[src/sv/ccre_pkg.sv]
// Shared types and constants of the character-cell raster engine.
package ccre_pkg;

  localparam logic [2:0] OP_PLOT      = 3'd0;
  localparam logic [2:0] OP_PLOT_TRAN = 3'd1;
  localparam logic [2:0] OP_FILL      = 3'd2;
  localparam logic [2:0] OP_BORDER    = 3'd3;
  localparam logic [2:0] OP_READ      = 3'd4;

  localparam logic [0:0] REG_FRAME_WIDTH  = 1'd0;
  localparam logic [0:0] REG_FRAME_HEIGHT = 1'd1;

  localparam logic [7:0] SPACE_GLYPH = 8'd32;

  localparam logic [7:0] RESET_FRAME_WIDTH  = 8'd80;
  localparam logic [6:0] RESET_FRAME_HEIGHT = 7'd25;

  localparam logic [0:0] ST_IDLE = 1'b0;
  localparam logic [0:0] ST_RUN  = 1'b1;

  typedef struct packed {
    logic [7:0] color;
    logic [7:0] glyph;
  } cell_t;

  typedef struct packed {
    logic  wr_en;
    logic  done;
    logic  busy;
  } sweep_stat_t;

endpackage

[src/sv/ccre_sweep.sv]
// Cell walker that steps through a fill rectangle or the frame border, one cell a cycle.
module ccre_sweep #(
  parameter int CW = 8,
  parameter int RW = 7
) (
  input  logic                  clk,
  input  logic                  rst_n,
  input  logic                  start,
  input  logic                  border,
  input  logic [CW-1:0]         x0,
  input  logic [CW-1:0]         x1,
  input  logic [RW-1:0]         y0,
  input  logic [RW-1:0]         y1,
  input  logic [CW-1:0]         w,
  input  logic [RW-1:0]         h,
  input  ccre_pkg::cell_t       src_cell,
  output ccre_pkg::sweep_stat_t stat,
  output logic [CW-1:0]         col,
  output logic [RW-1:0]         row,
  output ccre_pkg::cell_t       wr_cell
);

  logic [0:0]      state_r, state_nxt;
  logic [CW-1:0]   col_r, col_nxt;
  logic [RW-1:0]   row_r, row_nxt;
  logic [CW-1:0]   x0_r, x1_r, w_r;
  logic [RW-1:0]   y1_r, h_r;
  logic            border_r;
  ccre_pkg::cell_t cell_r;

  logic            run;
  logic            edge_row;
  logic            row_end;
  logic            last_row;
  logic [CW-1:0]   col_step;
  logic [CW-1:0]   col_first;

  always_comb begin
    run      = (state_r == ccre_pkg::ST_RUN);
    edge_row = (row_r == '0) || (row_r == h_r - RW'(1));
    if (border_r) begin
      row_end   = (col_r == w_r - CW'(1));
      col_step  = edge_row ? col_r + CW'(1) : w_r - CW'(1);
      col_first = '0;
      last_row  = (row_r == h_r - RW'(1));
    end else begin
      row_end   = (col_r + CW'(1) == x1_r);
      col_step  = col_r + CW'(1);
      col_first = x0_r;
      last_row  = (row_r + RW'(1) == y1_r);
    end

    state_nxt = state_r;
    col_nxt   = col_r;
    row_nxt   = row_r;
    if (run) begin
      if (row_end) begin
        col_nxt = col_first;
        row_nxt = row_r + RW'(1);
        if (last_row) begin
          state_nxt = ccre_pkg::ST_IDLE;
        end
      end else begin
        col_nxt = col_step;
      end
    end else if (start) begin
      state_nxt = ccre_pkg::ST_RUN;
      col_nxt   = border ? '0 : x0;
      row_nxt   = border ? '0 : y0;
    end
  end

  always_ff @(posedge clk) begin
    if (!rst_n) begin
      state_r <= ccre_pkg::ST_IDLE;
    end else begin
      state_r <= state_nxt;
    end
    col_r <= col_nxt;
    row_r <= row_nxt;
    if (!run && start) begin
      border_r <= border;
      x0_r     <= x0;
      x1_r     <= x1;
      y1_r     <= y1;
      w_r      <= w;
      h_r      <= h;
      cell_r   <= border ? ccre_pkg::cell_t'{color: src_cell.color,
                                             glyph: ccre_pkg::SPACE_GLYPH}
                         : src_cell;
    end
  end

  assign stat.wr_en = run;
  assign stat.done  = run && row_end && last_row;
  assign stat.busy  = run;
  assign col        = col_r;
  assign row        = row_r;
  assign wr_cell    = cell_r;

endmodule

[config.mk]
export PLATFORM = sky130hd
export DESIGN_NAME = ccre_sweep
export DESIGN_NICKNAME = d
export VERILOG_FILES = /design/src/sv/ccre_pkg.sv /design/src/sv/ccre_sweep.sv
export SDC_FILE = /design/constraint.sdc
export NUM_CORES = 1
export LEC_CHECK = 0
export ABC_AREA = 1
export BUFFER_PORTS_ARGS = -buffer_cell sky130_fd_sc_hd__buf_2
export CORE_ASPECT_RATIO = 1.2
export CORE_UTILIZATION = 50
export CTS_BUF_LIST = sky130_fd_sc_hd__clkbuf_8
export DETAILED_ROUTE_END_ITERATION = 12
export HOLD_SLACK_MARGIN = 0.02
export PLACE_DENSITY = 0.76
export SYNTH_ARGS = -nofsm -noshare
export SYNTH_HDL_FRONTEND = slang
export SYNTH_SLANG_ARGS = --single-unit
[constraint.sdc]
create_clock -name clk -period 7.55 [get_ports clk]
set_input_delay 1.1325 -clock clk [delete_from_list [all_inputs] [get_ports clk]]
set_output_delay 1.1325 -clock clk [all_outputs]
set_load 0.005 [all_outputs]
==> reports/results.tsv, run 1 <==
metric	value	unit
status	finished, final reports clean	
Final Hold Viols	0	
Synth area leaders	edfxtp_1 (56%), nand2_1 (15%), nand3_1 (6.2%)	
Hold WS	0.587	ns
Crit Path Category	flip-flop to primary output	
Final ANT Viol Nets	0	
Sink Count	71	
Chip Width	81.4	µm
Avg Inst Size Synth	8.75	µm²
Max Root-Sink Buffers	2	
PwrDens	203	mW/mm²
CTS buffer count	9	
vias per cell	5.28	
RSZ-0062 raised after global routing	false	
ANT cells	0	
Initial Utilization	0.520	
Slowest Stage Delay on Critical Path	0.53	ns
Critical Path End Type	primary output	
top cell type's share of synthesized area	0.556	
Power Internal	0.000673	W
Die ar.	0.00791	mm²
clock slew seen by the registers of the worst setup and hold paths	0.07	ns
Area Growth Syn to Fin	20.5	%
DPL Wire Length	6510	µm
vias in the first global route	3247	
gr ovfl total	0	
Via Count	3328	
crit path buf inv count	2	
switching power	0.000253	W
GR Util met2	0.379	
Power, Total	0.000926	W
Yosys cell types	25	
Core ar.	0.00727	mm²
Critical Path Start	col[0]	
final critical-path required period	3.47	ns
most used cell, CP	nand2_1	
fin util	0.626	
Yosys top cell by area	edfxtp_1	
Seq/Total Area, Yosys	0.561	
number of synthesized register bits	71	
max frequency	0.288	GHz
clock network power share	0.324	
Least-Margin Pin Slew	0.944	ns
First-pass DRT Iterations	6	
Worst EP required	6.42	ns
Post-Route WL	8600	µm
root buffer cell	clkbuf_8	
Finished Cell Area	0.00455	mm²
Hold Startpoint	x0_r[4]	
worst ir drop on vdd	135	µV
GR Util met1	0.289	
Final nets	605	
class of the worst hold path	flip-flop to flip-flop	
combinational power share	0.145	
I/O pin cnt	99	
routed len/inst	13.6	µm
CTS tree	yes	
P_leak	2.18	nW
sw frac	0.273	
met3 usage in global routing	0.0432	
initial antenna violation count	0	
Worst-Skew Late Latency	0.35	ns
Hold Buf Count CTS	0	
reg2reg start	col[0]	
routability cong.	0.904	
first-pass GRT wire length	14000	µm
Slew Limit Fails	0	
synthesized net count	502	
Arr. time, crit path	2.33	ns
clock skew	0.0101	ns
mapped cell area	0.00378	mm²
Slew headroom	0.364	
DRC violations left	0	
Crit path max-delay family	simple AND/OR/NAND/NOR gates	
Port Buffers	98	
largest net degree at the start of global routing	56	
Most Used Layer, Global Route	met2	
GRT Util Overall	0.232	
CP startpoint kind	flip-flop	
setup bufs post-CTS	0	
row cnt	34	
fin crit share	0.459	
Mapped Cells	432	
Die Span Y	97.2	µm
Flop pwr share	0.531	
placed cell areas	0.00436	mm²
Setup violations, final	0	
DRT iter0 DRCs	181	
H-tree levels	3	
# resized after CTS	0	
CP Cell Sequence	ha_1 -> inv_1 -> nand2_1 -> nand2_1 -> nand2_1 -> nand2_1 -> nand3_1 -> nor2_1 -> nand4_2 -> nand2_4 -> nand2_2 -> nor2_2 -> buf_2	
Ys Warns	0	
setup TNS	0	ns
layout cell share with drive strength beyond 1	0.237	
max-cap violation count	0	
worst-path cell with the longest stage delay	edfxtp_1	
Max Fanout on Critical Path	10	
==> cells by family after synthesis <==
kind of cell | count (synthesis) | share of synthesized area
compound gates | 13 | 0.0182
xor+xnor | 9 | 0.0209
fa+ha+maj | 5 | 0.0166
buf+inv | 65 | 0.0675
flops | 71 | 0.561
simple gates | 269 | 0.315
==> synth_stat cells <==
cell and number:
or2_2 2, nand3_2 1, nor2_4 1, inv_2 1, o21ai_0 12, xor2_1 3
nand4_1 21, a22o_1 1, xnor2_1 6, nor2_1 32, nand4_2 1, inv_1 55
ha_1 5, nor2_2 4, nand3b_1 5, nor3_1 2, nand3_1 47, buf_4 3
clkbuf_1 4, nand2_1 150, edfxtp_1 70, dfxtp_1 1, nand2_4 1, nand2_2 2
clkinv_1 2
==> power by group through the flow <==
| stage | logic, W | clock network (W) | registers [W] |
|---|---|---|---|
| final | 0.000134 | 0.000300 | 0.000492 |
| after global routing | 0.000153 | 0.000322 | 0.000495 |
| after CTS | 0.000135 | 0.000306 | 0.000491 |
| after detailed placement | 0.000134 | 0 | 0.000500 |
| after global placement | 0.000130 | 0 | 0.000499 |
| after floorplan | 0.0000861 | 0 | 0.000493 |
==> per-layer routing <==
layer,vias to the layer above,part of all wire
li1,1642,-
met1,1536,0.42
met2,128,0.50
met3,22,0.054
met4,0,0.027
met5,-,0
==> worst reg2reg max path: cells and delay by family, from the launching register on <==
| kind | cells | cell delay (ns) |
|---|---|---|
| adders and majority gates | 1 | 0.34 |
| DFF | 1 | 0.53 |
| buffers and inverters | 1 | 0.08 |
| and+or+nand+nor | 9 | 0.79 |
| AOI/OAI and AO/OA | 1 | 0.38 |
==> worst paths after layout <==
kind                  end  slack (ns)  cells after the start
setup / recovery  stat[1]        4.08                     13
hold / removal     col[4]        0.59                      2
setup reg to reg   row[6]        5.07                     12
hold reg to reg    col[4]        0.59                      2
==> through the flow <==
stage,setup WS [ns],std cells
2_1_floorplan,3.58,432
3_3_place_gp,4.51,614
3_5_place_dp,4.47,614
4_1_cts,4.09,630
5_1_grt,3.83,630
6_report,4.08,630
==> layout make-up <==
cell class / count / area, µm²
Fill cell: 613 / 2720
Sequential cell: 71 / 2120
Multi-Input combinational cell: 296 / 1410
Timing Repair Buffer: 99 / 498
Inverter: 58 / 218
Clock buffer: 9 / 124
Tap cell: 90 / 113
Clock inverter: 7 / 70.1
==> sequential cells by signal, indices dropped and copies added, names as in the netlist <==
register  flops
row           7
x1_r          8
wr_cell      16
x0_r          8
h_r           7
run           1
w_r           8
col           8
border_r      1
y1_r          7
==> placed cells by master (no fill, tap or decap), types with 4 or more instances in the layout <==
cell	Yosys	routed
nor2_2	4	4
o21ai_0	12	12
nand3b_1	5	5
edfxtp_1	70	70
nand3_1	47	47
xnor2_1	6	6
ha_1	5	5
nand4_1	21	21
nand2_1	150	150
inv_1	55	55
nor2_1	32	31
buf_2	0	98
clkbuf_8	0	9
Power figures use the tool's default switching activity.
==> run 2, diff against run 1 <==
- clock period: 7.55 -> 3.47 ns (I/O delays scaled with it)
==> reports/results.tsv, run 2 (synthesis gave the netlist of run 1 again) <==
metric	value	unit	change
Setup violations, final	0		unchanged
Sink Count	71		unchanged
Via Count	3345		+0.51%
Arr. time, crit path	2.42	ns	+0.09 ns
status	finished, final reports clean		
fin crit share	0.847		
clock skew	0.00862	ns	-0.00144 ns
Initial Utilization	0.520		unchanged
DRT iter0 DRCs	258		+43%
Critical Path End Type	primary output		
first-pass GRT wire length	14400	µm	+2.4%
H-tree levels	3		unchanged
root buffer cell	clkbuf_8		
post-route setup slack	0.532	ns	-3.55 ns
commonest non-fill, non-tap cells in the layout	nand2_1 (150), buf_2 (98), edfxtp_1 (70)		
layout cell share with drive strength beyond 1	0.237		unchanged
setup TNS	0	ns	unchanged
DPL Wire Length	6700	µm	+2.8%
clock slew seen by the registers of the worst setup and hold paths	0.08	ns	about the same
Crit Path Category	flip-flop to primary output		
dpl ws	0.922	ns	-3.55 ns
I/O pin cnt	99		unchanged
Slew headroom	0.417		+0.0530
final critical-path required period	2.94	ns	
# resized after CTS	0		unchanged
largest net degree at the start of global routing	31		-45%
Slew Limit Fails	0		unchanged
CTS buffer count	9		unchanged
Final Hold Viols	0		unchanged
Post-Route WL	8880	µm	+3.3%
worst ir drop on vdd	275	µV	+100%
Least-Margin Pin Slew	0.865	ns	-0.0787 ns
Hold Startpoint	h[2]		
Port Buffers	98		unchanged
Area Growth Syn to Fin	19.9	%	
reg2reg start	col[0]		
vias in the first global route	3207		-1.2%
CP startpoint kind	flip-flop		
Hold Buf Count CTS	0		unchanged
Max Root-Sink Buffers	2		unchanged
DRC violations left	0		unchanged
GRT Util Overall	0.238		+0.00583
initial antenna violation count	0		unchanged
Final nets	606		+0.17%
Worst-Skew Late Latency	0.34	ns	about the same
Die Span Y	97.2	µm	unchanged
fin util	0.623		-0.00327
RSZ-0062 raised after global routing	false		
max-cap violation count	0		unchanged
leading cell type in the layout, fill and taps excluded	nand2_1		
max frequency	0.340	GHz	
CTS tree	yes		
ANT cells	0		unchanged
Largest register FFs	16		unchanged
Worst EP required	2.95	ns	-3.47 ns
class of the worst hold path	input port to flip-flop		
vias per cell	5.31		+0.51%
routed len/inst	14.1	µm	+3.3%
row cnt	34		unchanged
PwrDens	429	mW/mm²	+110%
Critical Path Start	col[0]		
Final ANT Viol Nets	0		unchanged
Max Fanout on Critical Path	10		unchanged
routability cong.	0.917		+1.4%
First-pass DRT Iterations	5		-1
Die ar.	0.00791	mm²	unchanged
setup bufs post-CTS	0		unchanged
Core ar.	0.00727	mm²	unchanged
Chip Width	81.4	µm	unchanged
gr ovfl total	0		unchanged
P_leak	2.16	nW	-0.64%
-- run 2: path summary, 6_finish.rpt --
check | end | slack (ns) | depth (start not counted)
worst min-delay path | h_r[2] | 0.35 | 1
worst min register to register | col[1] | 0.58 | 2
worst max register to register | row[1] | 0.98 | 12
worst max-delay path | stat[1] | 0.53 | 13
-- run 2: report_power, final --
part	switching [W]	internal, W
clock	0.000322	0.000253
sequential	0.0000579	0.00101
combinational	0.000176	0.000121
total	0.000557	0.00139
-- run 2: layer usage --
metal	part of all wire	wire length, µm	GRT usage
met2	0.49	4340	0.382
met4	0.031	272	0.110
met5	0	0	0
met3	0.062	554	0.0479
met1	0.42	3720	0.302
-- run 2: cell type report --
cell class	count	area (µm²)
multi-input cells	296	1410
clock buffers	9	124
flip-flops and latches	71	2120
clock inverters	6	38.8
well taps	90	113
repair buffers	100	505
inverters	58	218
fillers	639	2740
-- run 2: worst max-delay path: stages (launching register included) --
cell and delay [ns]:
edfxtp_1 0.53, ha_1 0.34, inv_1 0.08, nand2_1 0.06, nand2_1 0.08, nand2_1 0.05
nand2_1 0.06, nand3_1 0.07, nor2_1 0.14, nand4_2 0.11, nand2_4 0.15, nand2_2 0.08
nor2_2 0.17, buf_2 0.14
-- run 2: through the flow --
step                      hold WS, ns  instances  instance area (µm²)  total power, W
after global placement          0.556        615                 4370         0.00137
after detailed placement        0.563        615                 4370         0.00138
after CTS                       0.337        630                 4530         0.00195
after global routing            0.331        630                 4530         0.00203
after floorplan                 0.551        432                 3780         0.00126
final                           0.350        630                 4530         0.00194
==> run 3, diff against run 2 <==
- PLACE_DENSITY: 0.76 -> 0.79
- clock period: 3.47 -> 2.4 ns (I/O delays scaled with it)
==> reports/results.tsv, run 3 (synthesis gave the netlist of run 1 again) <==
metric	value	unit	change
slack of the worst reg-to-reg path	0.25	ns	-0.73 ns
Sink Count	71		unchanged
Least-Margin Pin Slew	0.624	ns	-0.241 ns
Chip Width	81.4	µm	unchanged
post-route setup slack	-0.0655	ns	-0.598 ns
Critical Path End Type	primary output		
fin crit share	1.03		
H-tree levels	3		unchanged
largest net degree at the start of global routing	31		unchanged
I/O pin cnt	99		unchanged
Final nets	629		+3.8%
Crit Path Category	flip-flop to primary output		
max frequency	0.406	GHz	
DRT iter0 DRCs	221		-14%
GR Util met2	0.397		+0.0154
class of the worst hold path	input port to flip-flop		
Final ANT Viol Nets	0		unchanged
clock skew	0.00747	ns	-0.00115 ns
Slowest Stage Delay on Critical Path	0.47	ns	-0.06 ns
Layout fillers	587		-8.1%
vias in the first global route	3321		+3.6%
Worst-Skew Late Latency	0.34	ns	about the same
Arr. time, crit path	2.11	ns	-0.31 ns
Hold Buf Count CTS	0		unchanged
GR Util met1	0.280		-0.0222
PwrDens	611	mW/mm²	+43%
dpl ws	0.178	ns	-0.744 ns
routability cong.	0.895		-2.4%
leading cell type in the layout, fill and taps excluded	nand2_1		
Max Root-Sink Buffers	2		unchanged
layout cell share with drive strength beyond 1	0.307		+0.0702
CTS buffer count	9		unchanged
Die ar.	0.00791	mm²	unchanged
CP Cell Sequence	nor2_2 -> inv_1 -> nor2_1 -> nand3b_1 -> nand2_1 -> nand2_1 -> nand2_1 -> nand3_1 -> nand2_4 -> nand2_2 -> nor2_2 -> buf_2		
worst ir drop on vdd	429	µV	+56%
row cnt	34		unchanged
ANT cells	0		unchanged
Worst EP required	2.04	ns	-0.91 ns
Setup violations, final	1		+1
Power, Total	0.00295	W	+52%
initial antenna violation count	0		unchanged
final critical-path required period	2.47	ns	
Slew Limit Fails	0		unchanged
CP startpoint kind	flip-flop		
Final Hold Viols	0		unchanged
First-pass DRT Iterations	5		unchanged
DRC violations left	0		unchanged
Port Buffers	98		unchanged
RSZ-0062 raised after global routing	true		
Area Growth Syn to Fin	27.5	%	
Slew headroom	0.583		+0.166
vias per cell	5.22		-1.7%
clock slew seen by the registers of the worst setup and hold paths	0.08	ns	about the same
GRT Util Overall	0.235		-0.00225
Die Span Y	97.2	µm	unchanged
CTS tree	yes		
Initial Utilization	0.520		unchanged
DPL Wire Length	6640	µm	-0.83%
status	complete, but fails checks		
commonest non-fill, non-tap cells in the layout	nand2_1 (145), buf_2 (98), edfxtp_1 (70)		
Largest register FFs	16		unchanged
worst-path cell with the longest stage delay	edfxtp_1		
first-pass GRT wire length	14300	µm	-0.62%
Core ar.	0.00727	mm²	unchanged
P_leak	2.29	nW	+5.7%
failing checks	setup timing		
Post-Route WL	8810	µm	-0.74%
gr ovfl total	0		unchanged
met3 usage in global routing	0.0479		unchanged
Most Used Layer, Global Route	met2		
max-cap violation count	0		unchanged
most used cell, CP	nand2_1		
Max Fanout on Critical Path	4		-6
Via Count	3407		+1.9%
routed len/inst	13.5	µm	-4.2%
root buffer cell	clkbuf_8		
-- run 3: changes by cell type in the layout (fill, tap and decap cells not counted), moves of 3 or more --
cell,before,now
nand2_2,2,7
ha_1,5,0
inv_1,55,51
ha_4,0,3
inv_2,1,6
nand2_1,150,145
buf_4,2,23
o21ai_0,12,9
nor2_1,31,28
-- run 3: power by group --
group / internal, W / leakage [nW] / switching, W
logic: 0.000221 / 1.51 / 0.000288
registers: 0.00146 / 0.686 / 0.0000686
clock network: 0.000470 / 0.0871 / 0.000437
-- run 3: path summary, 6_finish.rpt --
path | cells after the start | from | to
worst max-delay path | 12 | w_r[3] | stat[1]
worst min-delay path | 1 | y1[1] | y1_r[1]
worst max register to register | 16 | h_r[0] | col[5]
worst min register to register | 2 | x0_r[3] | col[3]
-- run 3: cell type report --
class,count,area [µm²],area share
Sequential cell,71,2120,0.440
Tap cell,90,113,0.0234
Clock inverter,6,62.6,0.0130
Multi-Input combinational cell,296,1500,0.310
Timing Repair Buffer,123,686,0.142
Inverter,58,218,0.0452
Clock buffer,9,124,0.0257
-- run 3: worst max-delay path, delay by kind of cell (launching register included) --
family                 cells  cell delay (ns)
and+or+nand+nor           10             1.10
DFF                        1             0.47
buffers and inverters      2             0.19
-- run 3: per-stage QoR --
| stage | instances | util | cell area [µm²] | hold WS (ns) | TNS (ns) |
|---|---|---|---|---|---|
| 3_5_place_dp | 621 | 0.607 | 4410 | 0.538 | 0 |
| 5_1_grt | 653 | 0.663 | 4820 | 0.167 | -0.185 |
| 4_1_cts | 647 | 0.652 | 4740 | 0.173 | -0.0200 |
| 3_3_place_gp | 621 | 0.607 | 4410 | 0.537 | 0 |
| 6_report | 653 | 0.663 | 4820 | 0.193 | -0.0655 |
| 2_1_floorplan | 432 | - | 3790 | 0.459 | 0 |
-- run 3: layer usage --
| metal | vias up | wire, µm | part of all wire |
|---|---|---|---|
| li1 | 1688 | - | - |
| met1 | 1577 | 3530 | 0.40 |
| met2 | 121 | 4530 | 0.51 |
| met3 | 21 | 528 | 0.060 |
| met4 | 0 | 216 | 0.025 |
| met5 | - | 0 | 0 |
-- run 3: timing repair --
item / in CTS / in global routing
setup buffers: 11 / 6
resized for setup: 18 / 12
endpoints found under the setup margin: 1 / 1
pin swaps: 14 / 8
hold endpoints to repair: 0 / 0
